## config.mk

```make
export PLATFORM = sky130hd
export DESIGN_NAME = ble_adv_data_name_flags_parser
export DESIGN_NICKNAME = d
export VERILOG_FILES = /design/src/hw/rtl/bleadv_pkg.sv /design/src/hw/rtl/bleadv_front.sv /design/src/hw/rtl/bleadv_queue.sv /design/src/hw/rtl/bleadv_back.sv /design/src/hw/rtl/ble_adv_data_name_flags_parser.sv
export SDC_FILE = /design/constraint.sdc
export NUM_CORES = 1
export LEC_CHECK = 0
export BUFFER_PORTS_ARGS = -buffer_cell sky130_fd_sc_hd__buf_2
export CORE_MARGIN = 5
export CORE_UTILIZATION = 54
export CTS_CLUSTER_DIAMETER = 30
export DETAILED_ROUTE_END_ITERATION = 8
export PLACE_DENSITY_LB_ADDON = 0.12
export SLEW_MARGIN = 20
export SYNTH_ARGS = -nofsm -noshare
export SYNTH_HDL_FRONTEND = slang
export SYNTH_SLANG_ARGS = --single-unit
```

## constraint.sdc

```tcl
create_clock -name i_clk -period 7.3 [get_ports i_clk]
set_input_delay 0.365 -clock i_clk [delete_from_list [all_inputs] [get_ports i_clk]]
set_output_delay 0.365 -clock i_clk [all_outputs]
set_load 0.02 [all_outputs]
```

## src/hw/rtl/bleadv_pkg.sv

```systemverilog
// package for the advertising data name and flags parser
// holds structure type codes, limits, phase and status codes and the event types
// no dependencies
package bleadv_pkg;

    localparam int MAX_ADV_LEN  = 31;
    localparam int MAX_NAME_LEN = 63;

    localparam logic [7:0] TYPE_FLAGS         = 8'h01;
    localparam logic [7:0] TYPE_NAME_SHORT    = 8'h08;
    localparam logic [7:0] TYPE_NAME_COMPLETE = 8'h09;

    localparam logic [7:0] MODE_LIMITED_BIT = 8'h01;
    localparam logic [7:0] MODE_GENERAL_BIT = 8'h02;

    localparam logic [1:0] MODE_ALL     = 2'd0;
    localparam logic [1:0] MODE_LIMITED = 2'd1;
    localparam logic [1:0] MODE_GENERAL = 2'd2;

    localparam logic [2:0] REG_DISCOVERY_MODE = 3'd0;

    typedef enum logic [1:0] {
        PH_LENGTH      = 2'd0,
        PH_TYPE        = 2'd1,
        PH_VALUE       = 2'd2,
        PH_FLAGS_VALUE = 2'd3
    } t_phase;

    typedef enum logic [1:0] {
        ST_OK        = 2'd0,
        ST_OVERRUN   = 2'd1,
        ST_NAME_LONG = 2'd2
    } t_status;

    typedef struct packed {
        logic       found;
        logic [4:0] length;
        logic       flags_found;
        logic [7:0] flags_value;
        logic       accepted;
        t_status    status;
        logic       device;
    } t_verdict;

    typedef struct packed {
        logic       has_name;
        logic [7:0] name_byte;
        logic       name_last;
        logic       has_verdict;
        t_verdict   verdict;
    } t_evt;

endpackage

```

## src/hw/rtl/bleadv_front.sv

```systemverilog
// front end: accepts advertising bytes, walks length-type-value structures
// and builds one event per transaction that causes results; uses bleadv_pkg
module bleadv_front (
    input  logic                i_clk,
    input  logic                i_rst_n,
    input  logic [1:0]          i_mode,
    input  logic                i_valid,
    output logic                o_stall,
    input  logic [7:0]          i_ad_byte,
    input  logic                i_has_byte,
    input  logic [4:0]          i_report_length,
    input  logic                i_report_last,
    input  logic                i_full,
    output logic                o_push,
    output bleadv_pkg::t_evt    o_evt
);

    logic [4:0]          r_pos,         n_pos;
    logic [7:0]          r_rem,         n_rem;
    bleadv_pkg::t_phase  r_phase,       n_phase;
    logic                r_stopped,     n_stopped;
    logic                r_name_active, n_name_active;
    logic                r_name_done,   n_name_done;
    logic [5:0]          r_name_count,  n_name_count;
    logic                r_flags_seen,  n_flags_seen;
    logic [7:0]          r_flags_byte,  n_flags_byte;
    bleadv_pkg::t_status r_status,      n_status;

    logic                accept;
    logic [4:0]          limit;
    logic [7:0]          vlen;
    logic                flags_first;
    logic                nm_valid;
    logic                nm_last;
    bleadv_pkg::t_status v_status;
    logic                v_accepted;
    logic                v_found;

    assign o_stall = i_full;
    assign accept  = i_valid && !i_full;
    assign limit   = ({4'b0, i_report_length} < 9'(bleadv_pkg::MAX_ADV_LEN))
                   ? i_report_length : 5'(bleadv_pkg::MAX_ADV_LEN);
    assign vlen    = r_rem - 8'd1;

    // walk of one byte
    always_comb begin
        n_pos         = r_pos;
        n_rem         = r_rem;
        n_phase       = r_phase;
        n_stopped     = r_stopped;
        n_name_active = r_name_active;
        n_name_done   = r_name_done;
        n_name_count  = r_name_count;
        n_flags_seen  = r_flags_seen;
        n_flags_byte  = r_flags_byte;
        n_status      = r_status;
        flags_first   = 1'b0;
        nm_valid      = 1'b0;
        nm_last       = 1'b0;
        if (i_has_byte) begin
            if (!r_stopped && (r_pos < limit)) begin
                unique case (r_phase)
                    bleadv_pkg::PH_LENGTH: begin
                        if (i_ad_byte == 8'd0) begin
                            n_stopped = 1'b1;
                        end else if (({4'b0, r_pos} + 9'd1 + {1'b0, i_ad_byte})
                                     > {4'b0, limit}) begin
                            if (r_status == bleadv_pkg::ST_OK) begin
                                n_status = bleadv_pkg::ST_OVERRUN;
                            end
                            n_stopped = 1'b1;
                        end else begin
                            n_rem   = i_ad_byte;
                            n_phase = bleadv_pkg::PH_TYPE;
                        end
                    end
                    bleadv_pkg::PH_TYPE: begin
                        n_rem = vlen;
                        if ((i_ad_byte == bleadv_pkg::TYPE_NAME_SHORT ||
                             i_ad_byte == bleadv_pkg::TYPE_NAME_COMPLETE) && !r_name_done) begin
                            n_name_done = 1'b1;
                            if ({1'b0, vlen} > 9'(bleadv_pkg::MAX_NAME_LEN)) begin
                                if (r_status == bleadv_pkg::ST_OK) begin
                                    n_status = bleadv_pkg::ST_NAME_LONG;
                                end
                            end else if (vlen != 8'd0) begin
                                n_name_active = 1'b1;
                            end
                        end
                        if (i_ad_byte == bleadv_pkg::TYPE_FLAGS && !r_flags_seen) begin
                            if (vlen == 8'd0) begin
                                n_flags_seen = 1'b1;
                                n_flags_byte = 8'd0;
                            end else begin
                                flags_first = 1'b1;
                            end
                        end
                        if (vlen == 8'd0) begin
                            n_phase = bleadv_pkg::PH_LENGTH;
                        end else if (flags_first) begin
                            n_phase = bleadv_pkg::PH_FLAGS_VALUE;
                        end else begin
                            n_phase = bleadv_pkg::PH_VALUE;
                        end
                    end
                    default: begin
                        if (r_phase == bleadv_pkg::PH_FLAGS_VALUE) begin
                            n_flags_byte = i_ad_byte;
                            n_flags_seen = 1'b1;
                        end
                        if (r_name_active) begin
                            nm_valid     = 1'b1;
                            nm_last      = (r_rem == 8'd1);
                            n_name_count = r_name_count + 6'd1;
                            if (nm_last) begin
                                n_name_active = 1'b0;
                            end
                        end
                        n_rem   = vlen;
                        n_phase = (vlen == 8'd0) ? bleadv_pkg::PH_LENGTH
                                                 : bleadv_pkg::PH_VALUE;
                    end
                endcase
            end
            if (r_pos != 5'd31) begin
                n_pos = r_pos + 5'd1;
            end
        end
    end

    // verdict from the state after this byte
    always_comb begin
        v_status = n_status;
        if (!n_stopped && (n_phase != bleadv_pkg::PH_LENGTH) &&
            (v_status == bleadv_pkg::ST_OK)) begin
            v_status = bleadv_pkg::ST_OVERRUN;
        end
        unique case (i_mode)
            bleadv_pkg::MODE_ALL:     v_accepted = 1'b1;
            bleadv_pkg::MODE_LIMITED: v_accepted = n_flags_seen &&
                ((n_flags_byte & bleadv_pkg::MODE_LIMITED_BIT) != 8'd0);
            bleadv_pkg::MODE_GENERAL: v_accepted = n_flags_seen &&
                ((n_flags_byte & (bleadv_pkg::MODE_LIMITED_BIT |
                                  bleadv_pkg::MODE_GENERAL_BIT)) != 8'd0);
            default:                  v_accepted = 1'b0;
        endcase
        v_found = n_name_done && !n_name_active && (v_status != bleadv_pkg::ST_NAME_LONG);
    end

    always_comb begin
        o_push                    = accept && (nm_valid || i_report_last);
        o_evt.has_name            = nm_valid;
        o_evt.name_byte           = i_ad_byte;
        o_evt.name_last           = nm_last;
        o_evt.has_verdict         = i_report_last;
        o_evt.verdict.found       = v_found;
        o_evt.verdict.length      = n_name_count[4:0];
        o_evt.verdict.flags_found = n_flags_seen;
        o_evt.verdict.flags_value = n_flags_byte;
        o_evt.verdict.accepted    = v_accepted;
        o_evt.verdict.status      = v_status;
        o_evt.verdict.device      = v_accepted && v_found && (n_name_count[4:0] != 5'd0);
    end

    // the last transaction of a report clears the per-report state
    always_ff @(posedge i_clk) begin
        if (!i_rst_n) begin
            r_pos         <= 5'd0;
            r_rem         <= 8'd0;
            r_phase       <= bleadv_pkg::PH_LENGTH;
            r_stopped     <= 1'b0;
            r_name_active <= 1'b0;
            r_name_done   <= 1'b0;
            r_name_count  <= 6'd0;
            r_flags_seen  <= 1'b0;
            r_flags_byte  <= 8'd0;
            r_status      <= bleadv_pkg::ST_OK;
        end else if (accept) begin
            if (i_report_last) begin
                r_pos         <= 5'd0;
                r_rem         <= 8'd0;
                r_phase       <= bleadv_pkg::PH_LENGTH;
                r_stopped     <= 1'b0;
                r_name_active <= 1'b0;
                r_name_done   <= 1'b0;
                r_name_count  <= 6'd0;
                r_flags_seen  <= 1'b0;
                r_flags_byte  <= 8'd0;
                r_status      <= bleadv_pkg::ST_OK;
            end else begin
                r_pos         <= n_pos;
                r_rem         <= n_rem;
                r_phase       <= n_phase;
                r_stopped     <= n_stopped;
                r_name_active <= n_name_active;
                r_name_done   <= n_name_done;
                r_name_count  <= n_name_count;
                r_flags_seen  <= n_flags_seen;
                r_flags_byte  <= n_flags_byte;
                r_status      <= n_status;
            end
        end
    end

endmodule

```

## src/hw/rtl/bleadv_queue.sv

```systemverilog
// event queue between front end and back end
// circular buffer of bleadv_pkg::t_evt entries
module bleadv_queue #(
    parameter int DEPTH = 4
) (
    input  logic             i_clk,
    input  logic             i_rst_n,
    input  logic             i_push,
    input  bleadv_pkg::t_evt i_push_data,
    output logic             o_full,
    input  logic             i_pop,
    output logic             o_empty,
    output bleadv_pkg::t_evt o_head
);

    localparam int AW = (DEPTH > 1) ? $clog2(DEPTH) : 1;
    localparam int CW = $clog2(DEPTH + 1);

    bleadv_pkg::t_evt r_mem [DEPTH];
    logic [AW-1:0]    r_wr_ptr, n_wr_ptr;
    logic [AW-1:0]    r_rd_ptr, n_rd_ptr;
    logic [CW-1:0]    r_count,  n_count;
    logic             do_push;
    logic             do_pop;

    assign o_full  = (r_count == CW'(DEPTH));
    assign o_empty = (r_count == '0);
    assign o_head  = r_mem[r_rd_ptr];
    assign do_push = i_push && !o_full;
    assign do_pop  = i_pop && !o_empty;

    always_comb begin
        n_wr_ptr = r_wr_ptr;
        n_rd_ptr = r_rd_ptr;
        n_count  = r_count;
        if (do_push) begin
            n_wr_ptr = (r_wr_ptr == AW'(DEPTH - 1)) ? '0 : r_wr_ptr + 1'b1;
        end
        if (do_pop) begin
            n_rd_ptr = (r_rd_ptr == AW'(DEPTH - 1)) ? '0 : r_rd_ptr + 1'b1;
        end
        if (do_push && !do_pop) begin
            n_count = r_count + 1'b1;
        end else if (do_pop && !do_push) begin
            n_count = r_count - 1'b1;
        end
    end

    always_ff @(posedge i_clk) begin
        if (do_push) begin
            r_mem[r_wr_ptr] <= i_push_data;
        end
    end

    always_ff @(posedge i_clk) begin
        if (!i_rst_n) begin
            r_wr_ptr <= '0;
            r_rd_ptr <= '0;
            r_count  <= '0;
        end else begin
            r_wr_ptr <= n_wr_ptr;
            r_rd_ptr <= n_rd_ptr;
            r_count  <= n_count;
        end
    end

endmodule

```

## src/hw/rtl/bleadv_back.sv

```systemverilog
// back end: splits each queued event into name byte and verdict results
// and holds them in the output register; uses bleadv_pkg
module bleadv_back (
    input  logic             i_clk,
    input  logic             i_rst_n,
    input  bleadv_pkg::t_evt i_head,
    input  logic             i_empty,
    output logic             o_pop,
    output logic             o_valid,
    input  logic             i_stall,
    output logic             o_result_kind,
    output logic [7:0]       o_name_byte,
    output logic             o_name_last,
    output logic             o_name_found,
    output logic [4:0]       o_name_length,
    output logic             o_flags_found,
    output logic [7:0]       o_flags_value,
    output logic             o_report_accepted,
    output logic [1:0]       o_parse_status,
    output logic             o_device_found
);

    logic                r_valid, n_valid;
    logic                r_half,  n_half;
    logic                r_kind;
    logic [7:0]          r_name_byte;
    logic                r_name_last;
    bleadv_pkg::t_verdict r_verdict;

    logic                load;
    logic                emit_name;

    assign load      = !i_empty && (!r_valid || !i_stall);
    assign emit_name = i_head.has_name && !r_half;
    assign o_pop     = load && !(emit_name && i_head.has_verdict);

    always_comb begin
        n_valid = r_valid;
        n_half  = r_half;
        if (load) begin
            n_valid = 1'b1;
            n_half  = emit_name && i_head.has_verdict;
        end else if (!i_stall) begin
            n_valid = 1'b0;
        end
    end

    always_ff @(posedge i_clk) begin
        if (!i_rst_n) begin
            r_valid <= 1'b0;
            r_half  <= 1'b0;
        end else begin
            r_valid <= n_valid;
            r_half  <= n_half;
        end
    end

    always_ff @(posedge i_clk) begin
        if (load) begin
            if (emit_name) begin
                r_kind      <= 1'b0;
                r_name_byte <= i_head.name_byte;
                r_name_last <= i_head.name_last;
                r_verdict   <= '0;
            end else begin
                r_kind      <= 1'b1;
                r_name_byte <= 8'd0;
                r_name_last <= 1'b0;
                r_verdict   <= i_head.verdict;
            end
        end
    end

    assign o_valid           = r_valid;
    assign o_result_kind     = r_kind;
    assign o_name_byte       = r_name_byte;
    assign o_name_last       = r_name_last;
    assign o_name_found      = r_verdict.found;
    assign o_name_length     = r_verdict.length;
    assign o_flags_found     = r_verdict.flags_found;
    assign o_flags_value     = r_verdict.flags_value;
    assign o_report_accepted = r_verdict.accepted;
    assign o_parse_status    = r_verdict.status;
    assign o_device_found    = r_verdict.device;

endmodule

```

## src/hw/rtl/ble_adv_data_name_flags_parser.sv

```systemverilog
// advertising data name and flags parser, top level with discovery mode register
// an input transaction goes into the queue and its first result into the output register; a
// byte that ends a name on the last item gives two results, the name byte before the verdict
// throughput: one input transaction per cycle unless o_stall, one result per cycle unless i_stall
// reset: synchronous active low, clears walk state, queue, output valid and mode
// depends on bleadv_pkg, bleadv_front, bleadv_queue, bleadv_back
module ble_adv_data_name_flags_parser #(
    parameter int QUEUE_DEPTH = 4
) (
    input  logic        i_clk,
    input  logic        i_rst_n,
    input  logic        psel,
    input  logic        penable,
    input  logic        pwrite,
    input  logic [2:0]  paddr,
    input  logic [31:0] pwdata,
    output logic [31:0] prdata,
    output logic        pready,
    input  logic        i_valid,
    output logic        o_stall,
    input  logic [7:0]  i_ad_byte,
    input  logic        i_has_byte,
    input  logic [4:0]  i_report_length,
    input  logic        i_report_last,
    output logic        o_valid,
    input  logic        i_stall,
    output logic        o_result_kind,
    output logic [7:0]  o_name_byte,
    output logic        o_name_last,
    output logic        o_name_found,
    output logic [4:0]  o_name_length,
    output logic        o_flags_found,
    output logic [7:0]  o_flags_value,
    output logic        o_report_accepted,
    output logic [1:0]  o_parse_status,
    output logic        o_device_found
);

    logic [1:0]       r_mode;
    logic             q_full;
    logic             q_empty;
    logic             q_push;
    logic             q_pop;
    bleadv_pkg::t_evt q_push_data;
    bleadv_pkg::t_evt q_head;

    assign pready = 1'b1;
    assign prdata = (paddr == bleadv_pkg::REG_DISCOVERY_MODE) ? {30'd0, r_mode} : 32'd0;

    always_ff @(posedge i_clk) begin
        if (!i_rst_n) begin
            r_mode <= bleadv_pkg::MODE_ALL;
        end else if (psel && penable && pwrite && pready && !paddr[2]) begin
            r_mode <= pwdata[1:0];
        end
    end

    bleadv_front u_front (
        .i_clk           (i_clk),
        .i_rst_n         (i_rst_n),
        .i_mode          (r_mode),
        .i_valid         (i_valid),
        .o_stall         (o_stall),
        .i_ad_byte       (i_ad_byte),
        .i_has_byte      (i_has_byte),
        .i_report_length (i_report_length),
        .i_report_last   (i_report_last),
        .i_full          (q_full),
        .o_push          (q_push),
        .o_evt           (q_push_data)
    );

    bleadv_queue #(
        .DEPTH (QUEUE_DEPTH)
    ) u_queue (
        .i_clk       (i_clk),
        .i_rst_n     (i_rst_n),
        .i_push      (q_push),
        .i_push_data (q_push_data),
        .o_full      (q_full),
        .i_pop       (q_pop),
        .o_empty     (q_empty),
        .o_head      (q_head)
    );

    bleadv_back u_back (
        .i_clk             (i_clk),
        .i_rst_n           (i_rst_n),
        .i_head            (q_head),
        .i_empty           (q_empty),
        .o_pop             (q_pop),
        .o_valid           (o_valid),
        .i_stall           (i_stall),
        .o_result_kind     (o_result_kind),
        .o_name_byte       (o_name_byte),
        .o_name_last       (o_name_last),
        .o_name_found      (o_name_found),
        .o_name_length     (o_name_length),
        .o_flags_found     (o_flags_found),
        .o_flags_value     (o_flags_value),
        .o_report_accepted (o_report_accepted),
        .o_parse_status    (o_parse_status),
        .o_device_found    (o_device_found)
    );

endmodule

```

==> metrics.md <==
| Metric | Value |
|---|---|
| CP Max Fanout | 11 |
| Post-synth top area cell | edfxtp_1 |
| Ys async rst share | 0% |
| Hold_buf cts | 0 |
| Footprint of the multi-input gates | about 3300 um^2 |
| Max IR drop VDD | 176 uV |
| Fillers | approximately 1300 |
| Power share of the sequential group | between 40% and 50% |
| Vias in the first global route | 5474 |
| Maximum number of pins on one net before global-route repair | 38 |
| Synth unique cells | 69 |
| Sequential share of the synthesized area | 59.6% |
| Nets | ~810 |
| Max Cap Viol | 0 |
| Drt first pass iters | 9 |
| WP data required | 7.66 ns |
| Status | finished clean |
| Commonest non-fill, non-tap cell in the layout | edfxtp_1 |
| FMAX | 254 MHz |
| RSZ-0062 raised after global routing | false |
| Worst min-delay path class | input port to register |
| Vias | 5389 |
| Post-route minimum period | 3.93 ns |
| Root Buffer | clkbuf_16 |
| CTS buffer count | 17 |
| Gr usage total | between 10% and 20% |
| Starting density of the core | roughly 55% |
| Final Slew Violations | 0 |
| Drc violations | 0 |
| Pleak | approximately 3.8 nW |
| Final Skew | roughly 0.011 ns |
| H-tree depth | 4 |
| Setup WS pre-CTS | around 3.3 ns |
| Worst skew pair latency | roughly 0.43 ns |
| I/O Buffers | 59 |
| Slack of the critical path | 3.37 ns |
| Post-CTS setup buffer count | 0 |
| DRT Wirelength | 17500 um |
| Initial antenna violation count | 0 |
| WS Path Type | register to register |
| Fraction of layout cells with a size suffix above 1 | roughly a fifth |
| Final ANT Viol Nets | 0 |
| Chip width | between 100 and 150 um |
| PD cells | ~300 nW/um^2 |
| Die area | 19500 um^2 |
| Fin util | between 60 and 70% |
| Clk sink count | between 150 and 200 |
| Yosys reg bits | just under 200 |
| Primary FF master, synth | edfxtp_1 |
| IO Pins | between 100 and 150 |
| Gr ovfl total | 0 |
| Final setup viols | 0 |
| Post-synthesis cell area | slightly above 9000 um^2 |
| Clk buf depth | 2 |
| CTS resizes | 0 |
| Worst setup SP type | register |
| Critical path arrival | roughly 4.3 ns |
| Final HPWL DP | between 10000 and 15000 um |
| EDFF count, synth | about 150 |
| 1st-iter DRT viols | about 330 |
| Most frequent cells in the layout | 149 x edfxtp_1, 59 x buf_2, 46 x dfxtp_1 |
| Area growth syn-to-layout | 11.0% |
| Setup_tns | 0 ns |
| Sw power | just under 0.0009 W |
| Avg Vias per Cell | 5.67 |
| Comb pwr share | a little under a quarter |
| Mapped Cells | ~660 |
| Die height | approximately 140 um |
| Syn avg cell area | 13.7 um^2 |
| Least-Margin Pin Slew | a little under 0.9 ns |
| Yosys Warn Count | 0 |
| Hold depth | 3 |
| Sw Ratio | between 20 and 30% |
| Setup crit end kind | register |
| Reg area | between 5000 and 6000 um^2 |
| Top cell type's share of synthesized area | between 40% and 50% |
| Routability cong. | slightly below 0.9 |
| Core area | around 17000 um^2 |
| # rows | 47 |
| Area contributors post-synth | edfxtp_1 49%, dfxtp_1 10%, mux4_2 7.4% |
| First-pass GRT wire length | 28600 um |
| Clock transition at path regs | around 0.070 ns |
| P_int | between 0.002 and 0.0025 W |
| CTS tree | built |
| Cells on worst reg2reg path | 14 |
| Final hold viol count | 0 |
| Tcrit/Tclk final | 53.9% |
| Routed len/inst | approximately 18 um |
| Diode count | 0 |
| Clock Power Share | 31.1% |
| Slew headroom | 42.4% |
-- layout make-up --
type	instances	area share (%)
clock buffers	19	4.39
clock inverters	13	1.65
inverters	28	1.04
multi-input cells	410	33.2
flip-flops and latches	196	53.7
well taps	220	2.73
repair buffers	64	3.30
-- cell usage after synthesis (7+ instances only) --
master and n:
nor2_1 25, a21oi_1 14, edfxtp_1 149, nor2b_1 36
mux4_2 30, xor2_1 11, o21ai_0 14, nand3_1 13
mux2i_1 9, ha_1 31, or3_1 8, a22o_1 14
clkbuf_1 19, and2_1 21, nor3_1 7, dfxtp_1 47
nand2_1 31, and3_1 11, buf_4 31, a21boi_0 9
inv_1 27
-- cell families (layout without fill, tap and decap cells) --
kind of cell | count (synthesis) | in the layout | synth area share [%]
DFF | 196 | 196 | 59.6
and+or+nand+nor | 182 | 182 | 11.5
adders and majority gates | 33 | 33 | 4.71
buffers and inverters | 86 | 124 | 5.00
muxes | 45 | 45 | 9.18
other | 2 | 31 | 0.0827
AOI/OAI and AO/OA | 104 | 104 | 8.47
xor gates and xnor gates | 15 | 15 | 1.45
-- per-layer routing --
| metal | wire [um] | track usage, % | part of all wire, % | vias to the layer above |
|---|---|---|---|---|
| li1 | - | - | - | 2536 |
| met1 | 7760 | 24.5 | 44 | 2697 |
| met2 | 8770 | 31.2 | 50 | 134 |
| met3 | 742 | 3.36 | 4.2 | 22 |
| met4 | 271 | 6.27 | 1.5 | 0 |
| met5 | 0 | 0 | 0 | - |
-- power groups by stage --
stage / clock network, W / logic [W] / registers (W)
3_3_place_gp: 0 / 0.000693 / 0.00143
6_report: 0.000946 / 0.000691 / 0.00141
4_1_cts: 0.000963 / 0.000712 / 0.00141
3_5_place_dp: 0 / 0.000712 / 0.00144
5_1_grt: 0.00102 / 0.000757 / 0.00142
2_1_floorplan: 0 / 0.000386 / 0.00155
-- worst paths after layout --
check / start / to / slack (ns)
min reg2reg: u_front.r_flags_byte[7]$_SDFFE_PN0P_ / u_front.r_flags_byte[7]$_SDFFE_PN0P_ / 0.48
max reg2reg: u_front.r_pos[4]$_SDFFE_PN0P_ / u_queue.r_count[2]$_SDFFE_PN0P_ / 3.37
max: u_front.r_pos[4]$_SDFFE_PN0P_ / u_queue.r_count[2]$_SDFFE_PN0P_ / 3.37
min: pwdata[0] / r_mode[0]$_SDFFE_PN0P_ / 0.22
-- sequential cells by signal, indices dropped and copies added (netlist names), 2 cells and up, named ones only --
| register | count |
|---|---|
| u_queue.r_mem | 120 |
| u_back.o_flags_value | 8 |
| u_back.o_name_byte | 8 |
| u_front.r_flags_byte | 8 |
| u_front.r_rem | 8 |
| u_back.o_name_length | 5 |
| u_front.r_name_count | 5 |
| u_front.r_pos | 5 |
| u_queue.r_count | 3 |
| r_mode | 2 |
| u_back.o_parse_status | 2 |
| u_front.r_phase | 2 |
| u_front.r_status | 2 |
| u_queue.r_rd_ptr | 2 |
| u_queue.r_wr_ptr | 2 |
-- metrics by stage --
stage | cells | hold WS, ns | total power [W] | area [um^2]
finish | 950 | 0.217 | 0.00304 | 10100
global route | 950 | 0.250 | 0.00320 | 10100
CTS | 950 | 0.202 | 0.00308 | 10100
detailed placement | 918 | 0.457 | 0.00215 | 9470
global placement | 918 | 0.457 | 0.00212 | 9470
floorplan | 692 | 0.443 | 0.00194 | 9190
-- worst max-delay path: stages (launching register included) --
cell	delay (ns)
dfxtp_1	0.35
ha_1	0.31
nand2_1	0.07
nand3_1	0.28
a21oi_1	0.71
nand3_1	0.19
clkinv_1	0.22
o21ai_1	0.18
inv_1	0.20
ha_1	0.22
inv_1	0.08
fa_1	0.44
xor2_1	0.16
or3_1	0.30
a21boi_0	0.16
(Power assumes the default switching activity.)
